--- src/rtcc_pkg.sv ---
// ============================================================================
// rtcc_pkg
// Shared types, constants and calendar functions for the time and date counter.
// ============================================================================
package rtcc_pkg;

   localparam int HOUR_W   = 5;
   localparam int MINUTE_W = 6;
   localparam int SECOND_W = 6;
   localparam int YEAR_W   = 14;
   localparam int MONTH_W  = 4;
   localparam int DAY_W    = 5;

   localparam logic [HOUR_W-1:0]   HOUR_MAX   = HOUR_W'(23);
   localparam logic [MINUTE_W-1:0] MINUTE_MAX = MINUTE_W'(59);
   localparam logic [SECOND_W-1:0] SECOND_MAX = SECOND_W'(59);
   localparam logic [MONTH_W-1:0]  MONTH_MAX  = MONTH_W'(12);
   localparam logic [MONTH_W-1:0]  MONTH_JAN  = MONTH_W'(1);
   localparam logic [DAY_W-1:0]    DAY_FIRST  = DAY_W'(1);

   // Last year before the counter wraps back to year zero.
   localparam logic [YEAR_W-1:0] LAST_YEAR  = YEAR_W'(9999);
   localparam logic [YEAR_W-1:0] RESET_YEAR = YEAR_W'(1996);

   // Divisibility by 25 through the modular inverse: for odd d, y is a
   // multiple of d exactly when (y * d^-1) mod 2^n is at most (2^n - 1) / d.
   localparam logic [YEAR_W-1:0] INV25       = YEAR_W'(7209);
   localparam logic [YEAR_W-1:0] DIV25_LIMIT = YEAR_W'(((1 << YEAR_W) - 1) / 25);

   typedef enum logic {
      ACT_TICK = 1'b0,
      ACT_SET  = 1'b1
   } action_type;

   typedef struct packed {
      action_type          action;
      logic [HOUR_W-1:0]   set_hour;
      logic [MINUTE_W-1:0] set_minute;
      logic [SECOND_W-1:0] set_second;
      logic [YEAR_W-1:0]   set_year;
      logic [MONTH_W-1:0]  set_month;
      logic [DAY_W-1:0]    set_day;
   } req_word_type;

   typedef struct packed {
      logic [HOUR_W-1:0]   now_hour;
      logic [MINUTE_W-1:0] now_minute;
      logic [SECOND_W-1:0] now_second;
      logic [YEAR_W-1:0]   now_year;
      logic [MONTH_W-1:0]  now_month;
      logic [DAY_W-1:0]    now_day;
      logic                day_rolled;
   } rsp_word_type;

   typedef struct packed {
      logic [HOUR_W-1:0]   hour;
      logic [MINUTE_W-1:0] minute;
      logic [SECOND_W-1:0] second;
      logic [YEAR_W-1:0]   year;
      logic [MONTH_W-1:0]  month;
      logic [DAY_W-1:0]    day;
   } time_date_type;

   function automatic logic is_mult25(input logic [YEAR_W-1:0] year);
      logic [YEAR_W-1:0] prod;
      prod = YEAR_W'(year * INV25);
      return prod <= DIV25_LIMIT;
   endfunction

   // Gregorian rule: divisible by 4 and not by 100, or divisible by 400.
   function automatic logic is_leap(input logic [YEAR_W-1:0] year);
      logic m25;
      m25 = is_mult25(year);
      return ((year[1:0] == 2'd0) && !m25) || ((year[3:0] == 4'd0) && m25);
   endfunction

   // Days in a month; zero for a month outside January to December.
   function automatic logic [DAY_W-1:0] month_len(input logic [YEAR_W-1:0]  year,
                                                   input logic [MONTH_W-1:0] month);
      logic [DAY_W-1:0] len;
      case (month) inside
         4'd1, 4'd3, 4'd5, 4'd7, 4'd8, 4'd10, 4'd12: len = DAY_W'(31);
         4'd4, 4'd6, 4'd9, 4'd11:                    len = DAY_W'(30);
         4'd2:                                       len = is_leap(year) ? DAY_W'(29)
                                                                         : DAY_W'(28);
         default:                                    len = '0;
      endcase
      return len;
   endfunction

endpackage

--- src/rtcc_if.sv ---
// ============================================================================
// rtcc_req_if / rtcc_rsp_if
// Valid/ready channels carrying request and response words.
// ============================================================================
interface rtcc_req_if;
   logic                  valid;
   logic                  ready;
   rtcc_pkg::req_word_type word;

   modport source (output valid, output word, input ready);
   modport sink   (input valid, input word, output ready);
endinterface

interface rtcc_rsp_if;
   logic                  valid;
   logic                  ready;
   rtcc_pkg::rsp_word_type word;

   modport source (output valid, output word, input ready);
   modport sink   (input valid, input word, output ready);
endinterface

--- src/time_and_date_counter.sv ---
// ============================================================================
// time_and_date_counter
// Real-time clock with a Gregorian calendar, driven by tick and load words.
// ============================================================================
// Usage:
// Each request word on req_ch is either a one-second tick or a load of time
// and date. A load clamps out-of-range fields (bad hour, minute or second to
// zero, bad year to zero, bad month to January the first, bad day to the
// first). A tick carries seconds into minutes, hours and the calendar, with
// the Gregorian leap rule and a wrap to year zero after the last supported year.
// Every request word yields exactly one response word on rsp_ch holding the
// time and date after that request, plus a flag that is set when a tick
// crossed midnight.
// A word accepted on req_ch is registered in the input stage, and its
// response is then registered in the time and date register.
// Throughput: one word per cycle while rsp_ch is not stalled; the whole update is one
// pass of carry and compare logic plus two 14-bit constant multiplies for the leap
// tests, between the input register and the time and date register.
// Reset clears the time to 00:00:00 on January 1, 1996, and empties both
// stages. When the receiver stalls, the response word holds; the input stage
// still takes one more word, and then req_ch.ready drops until rsp_ch moves.
// ============================================================================
module time_and_date_counter (
   input logic              clock,
   input logic              reset,
   rtcc_req_if.sink         req_ch,
   rtcc_rsp_if.source       rsp_ch
);

   // Input stage.
   logic                   in_valid_ff;
   logic                   in_valid_in;
   rtcc_pkg::req_word_type in_word_ff;

   // The time and date register doubles as the response payload: it only
   // changes when a new response is loaded, so it always matches rsp_ch.
   rtcc_pkg::time_date_type now_ff;
   rtcc_pkg::time_date_type now_in;
   logic                    rolled_ff;
   logic                    rolled_in;
   logic                    out_valid_ff;
   logic                    out_valid_in;

   rtcc_pkg::time_date_type calc_nxt;
   logic                    calc_rolled;
   logic                    fire;

   // The word in the input stage is processed when the response register is
   // empty or is being emptied in this same cycle.
   assign fire          = in_valid_ff && (!out_valid_ff || rsp_ch.ready);
   assign req_ch.ready  = !in_valid_ff || fire;

   rtcc_calc u_calc (
      .word   (in_word_ff),
      .cur    (now_ff),
      .nxt    (calc_nxt),
      .rolled (calc_rolled)
   );

   always_comb begin
      in_valid_in  = in_valid_ff;
      out_valid_in = out_valid_ff;
      now_in       = now_ff;
      rolled_in    = rolled_ff;
      if (fire) begin
         in_valid_in = 1'b0;
      end
      if (req_ch.valid && req_ch.ready) begin
         in_valid_in = 1'b1;
      end
      if (rsp_ch.ready) begin
         out_valid_in = 1'b0;
      end
      if (fire) begin
         out_valid_in = 1'b1;
         now_in       = calc_nxt;
         rolled_in    = calc_rolled;
      end
   end

   always_ff @(posedge clock) begin
      if (reset) begin
         in_valid_ff  <= 1'b0;
         out_valid_ff <= 1'b0;
         rolled_ff    <= 1'b0;
         now_ff       <= '{hour:   '0,
                           minute: '0,
                           second: '0,
                           year:   rtcc_pkg::RESET_YEAR,
                           month:  rtcc_pkg::MONTH_JAN,
                           day:    rtcc_pkg::DAY_FIRST};
      end else begin
         in_valid_ff  <= in_valid_in;
         out_valid_ff <= out_valid_in;
         rolled_ff    <= rolled_in;
         now_ff       <= now_in;
      end
   end

   always_ff @(posedge clock) begin
      if (req_ch.valid && req_ch.ready) begin
         in_word_ff <= req_ch.word;
      end
   end

   assign rsp_ch.valid           = out_valid_ff;
   assign rsp_ch.word.now_hour   = now_ff.hour;
   assign rsp_ch.word.now_minute = now_ff.minute;
   assign rsp_ch.word.now_second = now_ff.second;
   assign rsp_ch.word.now_year   = now_ff.year;
   assign rsp_ch.word.now_month  = now_ff.month;
   assign rsp_ch.word.now_day    = now_ff.day;
   assign rsp_ch.word.day_rolled = rolled_ff;

   // The stored time of day never leaves its legal range.
   a_time_range: assert property (@(posedge clock) disable iff (reset)
      now_ff.hour <= rtcc_pkg::HOUR_MAX && now_ff.minute <= rtcc_pkg::MINUTE_MAX &&
      now_ff.second <= rtcc_pkg::SECOND_MAX)
      else $error("stored time of day out of range");

   // The stored date is always a real month, a day of at least one and a year no later than the last year.
   a_date_range: assert property (@(posedge clock) disable iff (reset)
      now_ff.month >= rtcc_pkg::MONTH_JAN && now_ff.month <= rtcc_pkg::MONTH_MAX &&
      now_ff.day >= rtcc_pkg::DAY_FIRST && now_ff.year <= rtcc_pkg::LAST_YEAR)
      else $error("stored date out of range");

   // A midnight crossing leaves the time at 00:00:00.
   a_roll_midnight: assert property (@(posedge clock) disable iff (reset)
      out_valid_ff && rolled_ff |->
         now_ff.hour == '0 && now_ff.minute == '0 && now_ff.second == '0)
      else $error("day rolled but time is not midnight");

   // A tick that does not cross midnight leaves the date untouched.
   a_tick_keeps_date: assert property (@(posedge clock) disable iff (reset)
      fire && in_word_ff.action == rtcc_pkg::ACT_TICK && !calc_rolled |=>
         $stable(now_ff.year) && $stable(now_ff.month) && $stable(now_ff.day))
      else $error("date changed on a tick without midnight");

   // The state only moves when a response word is produced.
   a_state_holds: assert property (@(posedge clock) disable iff (reset)
      !fire |=> $stable(now_ff) && $stable(rolled_ff))
      else $error("time and date changed without a response");

endmodule

--- src/rtcc_calc.sv ---
// ============================================================================
// rtcc_calc
// Next time and date for one request word: a one-second tick or a clamped load.
// ============================================================================
module rtcc_calc (
   input  rtcc_pkg::req_word_type  word,
   input  rtcc_pkg::time_date_type cur,
   output rtcc_pkg::time_date_type nxt,
   output logic                    rolled
);

   logic [rtcc_pkg::YEAR_W-1:0] load_year;
   logic [rtcc_pkg::DAY_W-1:0]  load_len;
   logic [rtcc_pkg::DAY_W-1:0]  cur_len;

   assign load_year = (word.set_year > rtcc_pkg::LAST_YEAR) ? '0 : word.set_year;
   assign load_len  = rtcc_pkg::month_len(load_year, word.set_month);
   assign cur_len   = rtcc_pkg::month_len(cur.year, cur.month);

   always_comb begin
      nxt    = cur;
      rolled = 1'b0;
      case (word.action)
         rtcc_pkg::ACT_SET: begin
            nxt.hour   = (word.set_hour > rtcc_pkg::HOUR_MAX) ? '0 : word.set_hour;
            nxt.minute = (word.set_minute > rtcc_pkg::MINUTE_MAX) ? '0 : word.set_minute;
            nxt.second = (word.set_second > rtcc_pkg::SECOND_MAX) ? '0 : word.set_second;
            nxt.year   = load_year;
            if (word.set_month == '0 || word.set_month > rtcc_pkg::MONTH_MAX) begin
               nxt.month = rtcc_pkg::MONTH_JAN;
               nxt.day   = rtcc_pkg::DAY_FIRST;
            end else begin
               nxt.month = word.set_month;
               nxt.day   = (word.set_day == '0 || word.set_day > load_len)
                           ? rtcc_pkg::DAY_FIRST : word.set_day;
            end
         end
         default: begin
            if (cur.second < rtcc_pkg::SECOND_MAX) begin
               nxt.second = cur.second + 1'b1;
            end else begin
               nxt.second = '0;
               if (cur.minute < rtcc_pkg::MINUTE_MAX) begin
                  nxt.minute = cur.minute + 1'b1;
               end else begin
                  nxt.minute = '0;
                  if (cur.hour < rtcc_pkg::HOUR_MAX) begin
                     nxt.hour = cur.hour + 1'b1;
                  end else begin
                     nxt.hour = '0;
                     rolled   = 1'b1;
                     // A stored day at or past the month's end counts as its last day.
                     if (cur.day < cur_len) begin
                        nxt.day = cur.day + 1'b1;
                     end else begin
                        nxt.day = rtcc_pkg::DAY_FIRST;
                        if (cur.month < rtcc_pkg::MONTH_MAX) begin
                           nxt.month = cur.month + 1'b1;
                        end else begin
                           nxt.month = rtcc_pkg::MONTH_JAN;
                           nxt.year  = (cur.year >= rtcc_pkg::LAST_YEAR)
                                       ? '0 : cur.year + 1'b1;
                        end
                     end
                  end
               end
            end
         end
      endcase
   end

endmodule
--- src/flat_wrapper.sv ---
// flat-port wrapper written by rule: the top's interface ports become plain ports
module time_and_date_counter_flat 
  (clock, reset, req_ch_valid, req_ch_word, req_ch_ready, rsp_ch_valid, rsp_ch_word, rsp_ch_ready);
  rtcc_req_if req_ch_i ();
  rtcc_rsp_if rsp_ch_i ();
  input logic clock;
  input logic reset;
  input wire logic [$bits(req_ch_i.valid)-1:0] req_ch_valid;
  input wire logic [$bits(req_ch_i.word)-1:0] req_ch_word;
  output wire logic [$bits(req_ch_i.ready)-1:0] req_ch_ready;
  output wire logic [$bits(rsp_ch_i.valid)-1:0] rsp_ch_valid;
  output wire logic [$bits(rsp_ch_i.word)-1:0] rsp_ch_word;
  input wire logic [$bits(rsp_ch_i.ready)-1:0] rsp_ch_ready;
  assign req_ch_i.valid = req_ch_valid;
  assign req_ch_i.word = req_ch_word;
  assign req_ch_ready = req_ch_i.ready;
  assign rsp_ch_valid = rsp_ch_i.valid;
  assign rsp_ch_word = rsp_ch_i.word;
  assign rsp_ch_i.ready = rsp_ch_ready;
  time_and_date_counter u_core (.clock(clock), .reset(reset), .req_ch(req_ch_i), .rsp_ch(rsp_ch_i));
endmodule
--- config.mk ---
export PLATFORM = sky130hd
export DESIGN_NAME = time_and_date_counter_flat
export DESIGN_NICKNAME = d
export VERILOG_FILES = /design/src/rtcc_pkg.sv /design/src/rtcc_if.sv /design/src/time_and_date_counter.sv /design/src/rtcc_calc.sv /design/src/flat_wrapper.sv
export SDC_FILE = /design/constraint.sdc
export NUM_CORES = 1
export LEC_CHECK = 0
export BUFFER_PORTS_ARGS = -buffer_cell sky130_fd_sc_hd__buf_2
export CORE_MARGIN = 3
export CORE_UTILIZATION = 30
export DETAILED_ROUTE_END_ITERATION = 16
export SYNTH_ARGS = -nofsm -noshare
export SYNTH_HDL_FRONTEND = slang
export SYNTH_SLANG_ARGS = --single-unit
--- constraint.sdc ---
create_clock -name clock -period 7.3 [get_ports clock]
set_input_delay 1.46 -clock clock [delete_from_list [all_inputs] [get_ports clock]]
set_output_delay 1.46 -clock clock [all_outputs]
set_load 0.01 [all_outputs]
Word level (Yosys, flattened, before mapping)
Cells that the tools add are included.

Register bits after elaboration: 84. Latch bits: 0. Bits in writable memories: 0. ROM bits: 0. Input bits: 45. Output and inout port bits: 43. Logic and storage cells: 136. Memories: 0.

$add $sub $neg: 6. Multiply operators: 2. Divide/modulo/power cells: 0. $lt $le $gt $ge: 14. Eq/ne operators: 29. Shifts and indexed selects: 0. Muxes and demuxes: 36. Bitwise gates (word level): 0. Reductions and logical operators: 33.

Operators by type and width (number): 23-bit two-way mux (3); 5-bit two-way mux (11); 14-bit two-way mux (3); 4-bit == test, second input constant (10); 40-bit two-way mux (1); 4-bit by 3-bit == test with 1-bit output, second input constant (8); 14-bit by 10-bit less-or-equal comparator with 1-bit output, second input constant (2); 14-bit by 13-bit multiplier with 14-bit output, second input constant (2); 6-bit two-way mux (4); 18-bit two-way mux (1); 4-bit by 2-bit == test with 1-bit output, second input constant (4); 14-bit by 1-bit adder with 14-bit output, second input constant (1); 14-bit greater-or-equal comparator, second input constant (1); 14-bit > comparator, second input constant (1); 7-bit OR reduction (2); 6-bit by 1-bit adder with 6-bit output, second input constant (2); 6-bit > comparator, second input constant (2); 4-bit logical NOT (3); 6-bit less-than comparator, second input constant (2); 11-bit two-way mux (1); 5-bit by 1-bit adder with 5-bit output, second input constant (2); 1-bit two-way mux (10); 2-bit by 1-bit != test with 1-bit output, second input constant (5); 9-bit two-way mux (1); other kinds (21) (38).

Depth between registers and ports, before layout
Depth after elaboration: 16. Depth in mapped cells: 30.

Cells and area by module
Synthesis repeated with hierarchy kept, for this count alone.

Cells, all modules: 771. Area, all modules: 7255.7 µm².

By module, submodules not included: rtcc_calc (times used 1, cells each 541, area each 4101.4 µm², sequential area each 0.0 µm²); time_and_date_counter (times used 1, cells each 230, area each 3154.3 µm², sequential area each 2092.0 µm²).

Worst setup path before layout
No wires, ideal clock.

Kind: register to register. Start: register u_core.in_word_ff[15] (netlist bit). End: register u_core.now_ff (netlist bit u_core.rsp_ch.word[1]). Arrival: 5.669 ns. Required time: 7.177 ns. Setup slack: 1.508 ns. Stages on the path, launching flop included: 28. Period minus slack after synthesis: 5.792 ns. Path through: edfxtp_1 > nor4_1 > o21ai_0 > nand2_1 > clkbuf_1 > nand2_1 > fa_1 > inv_1 > ha_1 > ha_1 > inv_1 > fa_1 > fa_1 > inv_1 > ha_1 > a21oi_1 > o21ai_0 > xnor2_1 > a221oi_1 > ha_1 > nor2b_1 > o21a_1 > o21a_1 > o21ai_0 > nand2b_1 > a21oi_1 > a32o_1 > o21ai_0.

Longest elaborated chain between the ends: 16. Elaborated cells on any way between the ends: 19. Those cells by class: mul: 1; order compare: 3; mux: 8; reduce/logical: 7.

Ends and longest elaborated chain: start: declaration (RTL line time_and_date_counter.sv:33) `rtcc_pkg::req_word_type in_word_ff;`; start signal: assignment (RTL line time_and_date_counter.sv:102) `in_word_ff <= req_ch.word;`; 14-bit > comparator (RTL line rtcc_calc.sv:16) `assign load_year = (word.set_year > rtcc_pkg::LAST_YEAR) ? '0 : word.set_year;`; 14-bit two-way mux (*) (RTL line rtcc_calc.sv:16); 14-bit by 13-bit multiplier with 14-bit output (RTL line rtcc_pkg.sv:66) `prod = YEAR_W'(year * INV25);`; 14-bit by 10-bit less-or-equal comparator with 1-bit output (RTL line rtcc_pkg.sv:67) `return prod <= DIV25_LIMIT;`; 1-bit logical NOT (RTL line rtcc_pkg.sv:74) `return ((year[1:0] == 2'd0) && !m25) || ((year[3:0] == 4'd0) && m25);`; 1-bit logical AND (RTL line rtcc_pkg.sv:74); 1-bit logical OR (*) (RTL line rtcc_pkg.sv:74); 1-bit two-way mux (*) (RTL line rtcc_pkg.sv:84) `4'd2: len = is_leap(year) ? DAY_W'(29)`; 5-bit two-way mux (*) (3 in a row) (RTL line rtcc_pkg.sv:81) `case (month) inside`; 5-bit > comparator (*) (RTL line rtcc_calc.sv:34) `nxt.day = (word.set_day == '0 || word.set_day > load_len)`; 1-bit logical OR (*) (RTL line rtcc_calc.sv:34); 5-bit two-way mux (*) (RTL line rtcc_calc.sv:35) `? rtcc_pkg::DAY_FIRST : word.set_day;`; 9-bit two-way mux (*) (RTL line rtcc_calc.sv:29) `if (word.set_month == '0 || word.set_month > rtcc_pkg::MONTH_MAX) begin`; 40-bit two-way mux (*) (RTL line rtcc_calc.sv:23) `case (word.action)`; end signal: assignment (RTL line time_and_date_counter.sv:86) `now_ff <= '{hour: '0,`; end signal: assignment (RTL line time_and_date_counter.sv:96) `now_ff <= now_in;`; end: declaration (RTL line time_and_date_counter.sv:37) `rtcc_pkg::time_date_type now_ff;`.

Every way passes the cells marked *; elsewhere a longest branch is shown, timed or not. A chain may end at the register's enable or synchronous reset.

Worst setup path after layout
Ends and elaborated chain as after synthesis.

==> run summary <==
The count of buffers inserted at the top-level ports came out at 87. The logs give 0.845 for the placer's final routability congestion estimate and 350 ps for the clock latency on the worst-skew pair. Tracing the worst setup path back leads to its startpoint at u_core.in_word_ff[15]$_DFFE_PP_. For this block, the initial DRC count from the detailed router was 293. The wire length of the first global-routing pass came out at 26200 µm. The hold buffer count at CTS came out at 0.

Entering global routing, the biggest net connects 44 pins. For the count of cell types in the netlist, the log shows 61. For this run, the post-layout net count is 932. The number of setup buffers added after CTS is 0. In this run the count of I/O pins placed on the die edge is 88. The number of nets handed over by synthesis was 853. The post-route clock period utilization was 90.4%. STA classifies the critical path startpoint as a flip-flop.

Headroom to the max-slew limit came out at 35.7%. The time the final worst path needs with I/O delays and setup was 6600 ps. For the final database, setup skew stands at 10.8 ps. The final cell count without fillers is 1049, and the total of cells resized after clock tree synthesis is 0. For this run, design rule violations remaining after detail routing come to 0. The clock drives 84 sinks. Leaving out fill and tap cells, the most frequent cell in the layout is sky130_fd_sc_hd__ha_1. The floorplan row count is 53. The share of synthesized flip-flops with an asynchronous set or reset is 0%, and the number of max-cap violations is 0.

The endpoint identified for the worst register-to-register timing path is u_core.rsp_ch.word[1]$_SDFFE_PP1P_. The core box area was 21200 µm². The logs give 6490 µm² for the netlist area before placement and 0 for the count of inserted antenna diode cells. The average wire length per cell after detail routing is 15.0 µm. For this block, the routed nets add up to 15700 µm of wire. The tools report the count of yosys warnings during synthesis as 0. The hold violation total from the final report came out at 0.

The die is 153 µm wide. The tools report the end point of the critical path as u_core.rsp_ch.word[1]$_SDFFE_PP1P_. The number of vias after detailed routing is 5231.

The flow ran to the end, and the final reports show no timing, DRC or antenna violations. Fmax: 152 MHz. Counting tap cells, the placed design contains a total of 1033 instances. At the pin with the least slew margin, the transition time is 965 ps.

The share of the yosys chip area belonging to registers came out at 32.2%. Counting along the longest clock path gives a buffer depth of 2. The tools report the critical path data required time as 7530 ps. The detailed-route vias per instance came out at 4.99.

The number of cells traversed by the worst register-to-register path is 27, and the instance area after placement is 7200 µm². The number of setup violations in the final report came out at 0. Measured along the y axis, the die boundary spans 153 µm.

The maximum fanout count along the critical path is 12, and the leakage component of the power is 3.31 nW. The post-route netlist has 14.9% of its cells at a drive strength greater than 1. The final max-slew violation count is 0, and the power per cell area is 172 nW/µm². The total routing usage reported by global routing was 13.7%; the initial antenna violation count was 1.

The largest individual stage delay along the critical path comes from the cell sky130_fd_sc_hd__fa_1. The floorplan step defined a die boundary enclosing 23400 µm². Synthesis produced a netlist whose cell count is 690.

Reg2reg setup slack: 700 ps. The logs give 0 for the final antenna-violating net count and 5 for the first-pass iteration count of the detailed router. TritonCTS built the clock tree.

Critical path class: flip-flop to flip-flop. The peak supply drop is 0.119 mV. The worst setup path is captured at a flip-flop.

Relative to the synthesized area, the layout overhead comes to 15.6%. The finished cells cover 7510 µm². The launch instance of the worst register-to-register path is u_core.in_word_ff[15]$_DFFE_PP_. The number of synthesized flops with an enable pin works out to 41. For the final routed database, the setup TNS stands at 0 ps.

Buffers inserted during clock tree synthesis total 9. Dividing the synthesized area by the synthesized cell count gives 9.41 µm². Remaining global-route overflow: 0. The clock transition at the registers of the reported paths is 70 ps. The initial utilization of the core area, before any placement, comes to 30.7%.

The synthesized design contains 84 register bits. The HPWL after detailed placement was 12200 µm. The largest stage delay on the critical path is 550 ps.

The path class of the tightest hold or removal check is flip-flop to flip-flop. Setup repair after global routing left no endpoint under its margin. Data arrives at the worst endpoint at 6820 ps. Post-route total power: 1.29 mW. The library cells used most frequently in the layout, excluding fill and tap cells, are sky130_fd_sc_hd__ha_1, sky130_fd_sc_hd__inv_1, sky130_fd_sc_hd__buf_2.

The clock tree synthesis step divided the H-tree into 3 levels. Number of global-route vias before repair: 5126. In the synthesized netlist the dominant register cell turns out to be sky130_fd_sc_hd__dfxtp_1. The clock tree root driver cell was sky130_fd_sc_hd__clkbuf_16.
-- how the worst min path moves through the flow --
stage                               startpoint                               end  cells past startpoint
4_1_cts        u_core.in_valid_ff$_SDFFE_PP0P_  u_core.rsp_ch.valid$_SDFFE_PP0P_                      2
5_1_grt        u_core.in_valid_ff$_SDFFE_PP0P_  u_core.rsp_ch.valid$_SDFFE_PP0P_                      2
6_report       u_core.in_valid_ff$_SDFFE_PP0P_  u_core.rsp_ch.valid$_SDFFE_PP0P_                      2
3_5_place_dp     u_core.rolled_ff$_SDFFE_PP0P_     u_core.rolled_ff$_SDFFE_PP0P_                      2
3_3_place_gp     u_core.rolled_ff$_SDFFE_PP0P_     u_core.rolled_ff$_SDFFE_PP0P_                      2
2_1_floorplan    u_core.rolled_ff$_SDFFE_PP0P_     u_core.rolled_ff$_SDFFE_PP0P_                      2
-- state kept, by name (all words and copies together) (netlist names) --
register and count:
u_core.rsp_ch.word 40, u_core.in_word_ff 41, u_core.in_valid_ff 1, u_core.rolled_ff 1, u_core.rsp_ch.valid 1
-- per-stage QoR --
step           utilization [%]  setup WS [ps]  hold slack (ps)
3_3_place_gp              34.0            893              493
4_1_cts                   35.5            726              532
3_5_place_dp              34.0            760              511
5_1_grt                   35.5            252              574
6_report                  35.5            703              529
2_1_floorplan                -           1510              450
-- synthesized netlist by cell type, types with 2 or more instances --
| library cell | count | area share [%] |
|---|---|---|
| sky130_fd_sc_hd__ha_1 | 96 | 19 |
| sky130_fd_sc_hd__inv_1 | 94 | 5.4 |
| sky130_fd_sc_hd__nor2_1 | 57 | 3.3 |
| sky130_fd_sc_hd__dfxtp_1 | 43 | 13 |
| sky130_fd_sc_hd__a21oi_1 | 42 | 3.2 |
| sky130_fd_sc_hd__edfxtp_1 | 41 | 19 |
| sky130_fd_sc_hd__nand2_1 | 31 | 1.8 |
| sky130_fd_sc_hd__o21ai_0 | 28 | 2.2 |
| sky130_fd_sc_hd__xnor2_1 | 28 | 3.8 |
| sky130_fd_sc_hd__fa_1 | 22 | 6.8 |
| sky130_fd_sc_hd__nand3_1 | 18 | 1.4 |
| sky130_fd_sc_hd__clkbuf_1 | 16 | 0.93 |
| sky130_fd_sc_hd__nor3_1 | 14 | 1.1 |
| sky130_fd_sc_hd__a211oi_1 | 13 | 1.5 |
| sky130_fd_sc_hd__and2_1 | 13 | 1.3 |
| sky130_fd_sc_hd__a22oi_1 | 11 | 1.3 |
| sky130_fd_sc_hd__a221oi_1 | 8 | 1.1 |
| sky130_fd_sc_hd__nor2b_1 | 8 | 0.77 |
| sky130_fd_sc_hd__xor2_1 | 8 | 1.1 |
| sky130_fd_sc_hd__and3_1 | 7 | 0.67 |
| sky130_fd_sc_hd__a31oi_1 | 6 | 0.58 |
| sky130_fd_sc_hd__a32o_1 | 6 | 0.93 |
| sky130_fd_sc_hd__nor4_1 | 6 | 0.58 |
| sky130_fd_sc_hd__o211ai_1 | 6 | 0.69 |
| sky130_fd_sc_hd__a211oi_2 | 5 | 0.96 |
| sky130_fd_sc_hd__a21o_1 | 5 | 0.58 |
| sky130_fd_sc_hd__o21a_1 | 5 | 0.58 |
| sky130_fd_sc_hd__o31ai_1 | 4 | 0.46 |
| sky130_fd_sc_hd__nand4_1 | 3 | 0.29 |
| sky130_fd_sc_hd__o2111ai_1 | 3 | 0.40 |
| sky130_fd_sc_hd__o21bai_1 | 3 | 0.35 |
| sky130_fd_sc_hd__o32ai_1 | 3 | 0.40 |
| sky130_fd_sc_hd__or3_1 | 3 | 0.29 |
| sky130_fd_sc_hd__a221o_1 | 2 | 0.31 |
| sky130_fd_sc_hd__a32oi_1 | 2 | 0.27 |
| sky130_fd_sc_hd__a41oi_1 | 2 | 0.27 |
| sky130_fd_sc_hd__buf_2 | 2 | 0.15 |
| sky130_fd_sc_hd__buf_4 | 2 | 0.23 |
| sky130_fd_sc_hd__o221ai_1 | 2 | 0.27 |
-- critical path, delay by kind of cell, from the launching register on --
family                     cells  cell delay (ps)
AOI/OAI and AO/OA             10             1900
xor gates and xnor gates       1              150
adders and majority gates      7             2630
buffers and inverters          4              240
DFF                            1              420
and+or+nand+nor                5             1120
-- layout make-up --
cell class                 instances  area (µm²)
fill                            2125       13600
multi-input combinational        492        3960
sequential                        84        2090
timing repair buffer              88         443
inverter                          94         353
tap                              275         344
clock buffer                      10         250
clock inverter                     6        62.6
-- cell families after synthesis --
kind of cell	share of synthesized area [%]
adder cells (fa/ha/maj)	25.3
buffers and inverters	6.75
XOR/XNOR	5.20
AND/OR/NAND/NOR	12.4
flip-flops	32.2
multiplexers	0.154
AO/OA/AOI/OAI	18.0
-- metal layers --
metal	track usage, %	wire, µm	vias up
met4	5.09	508	2
met1	18.2	7150	2411
li1	-	-	2633
met5	0	13	-
met3	3.40	958	33
met2	21.6	7080	152
-- where the power goes --
part	switching [mW]	total [mW]	internal [mW]	leakage, nW
Sequential	0.0189	0.534	0.515	0.750
Clock	0.210	0.470	0.260	0.153
Combinational	0.160	0.286	0.126	2.40
Total	0.389	1.29	0.902	3.31
Power figures use the tool's default switching activity.
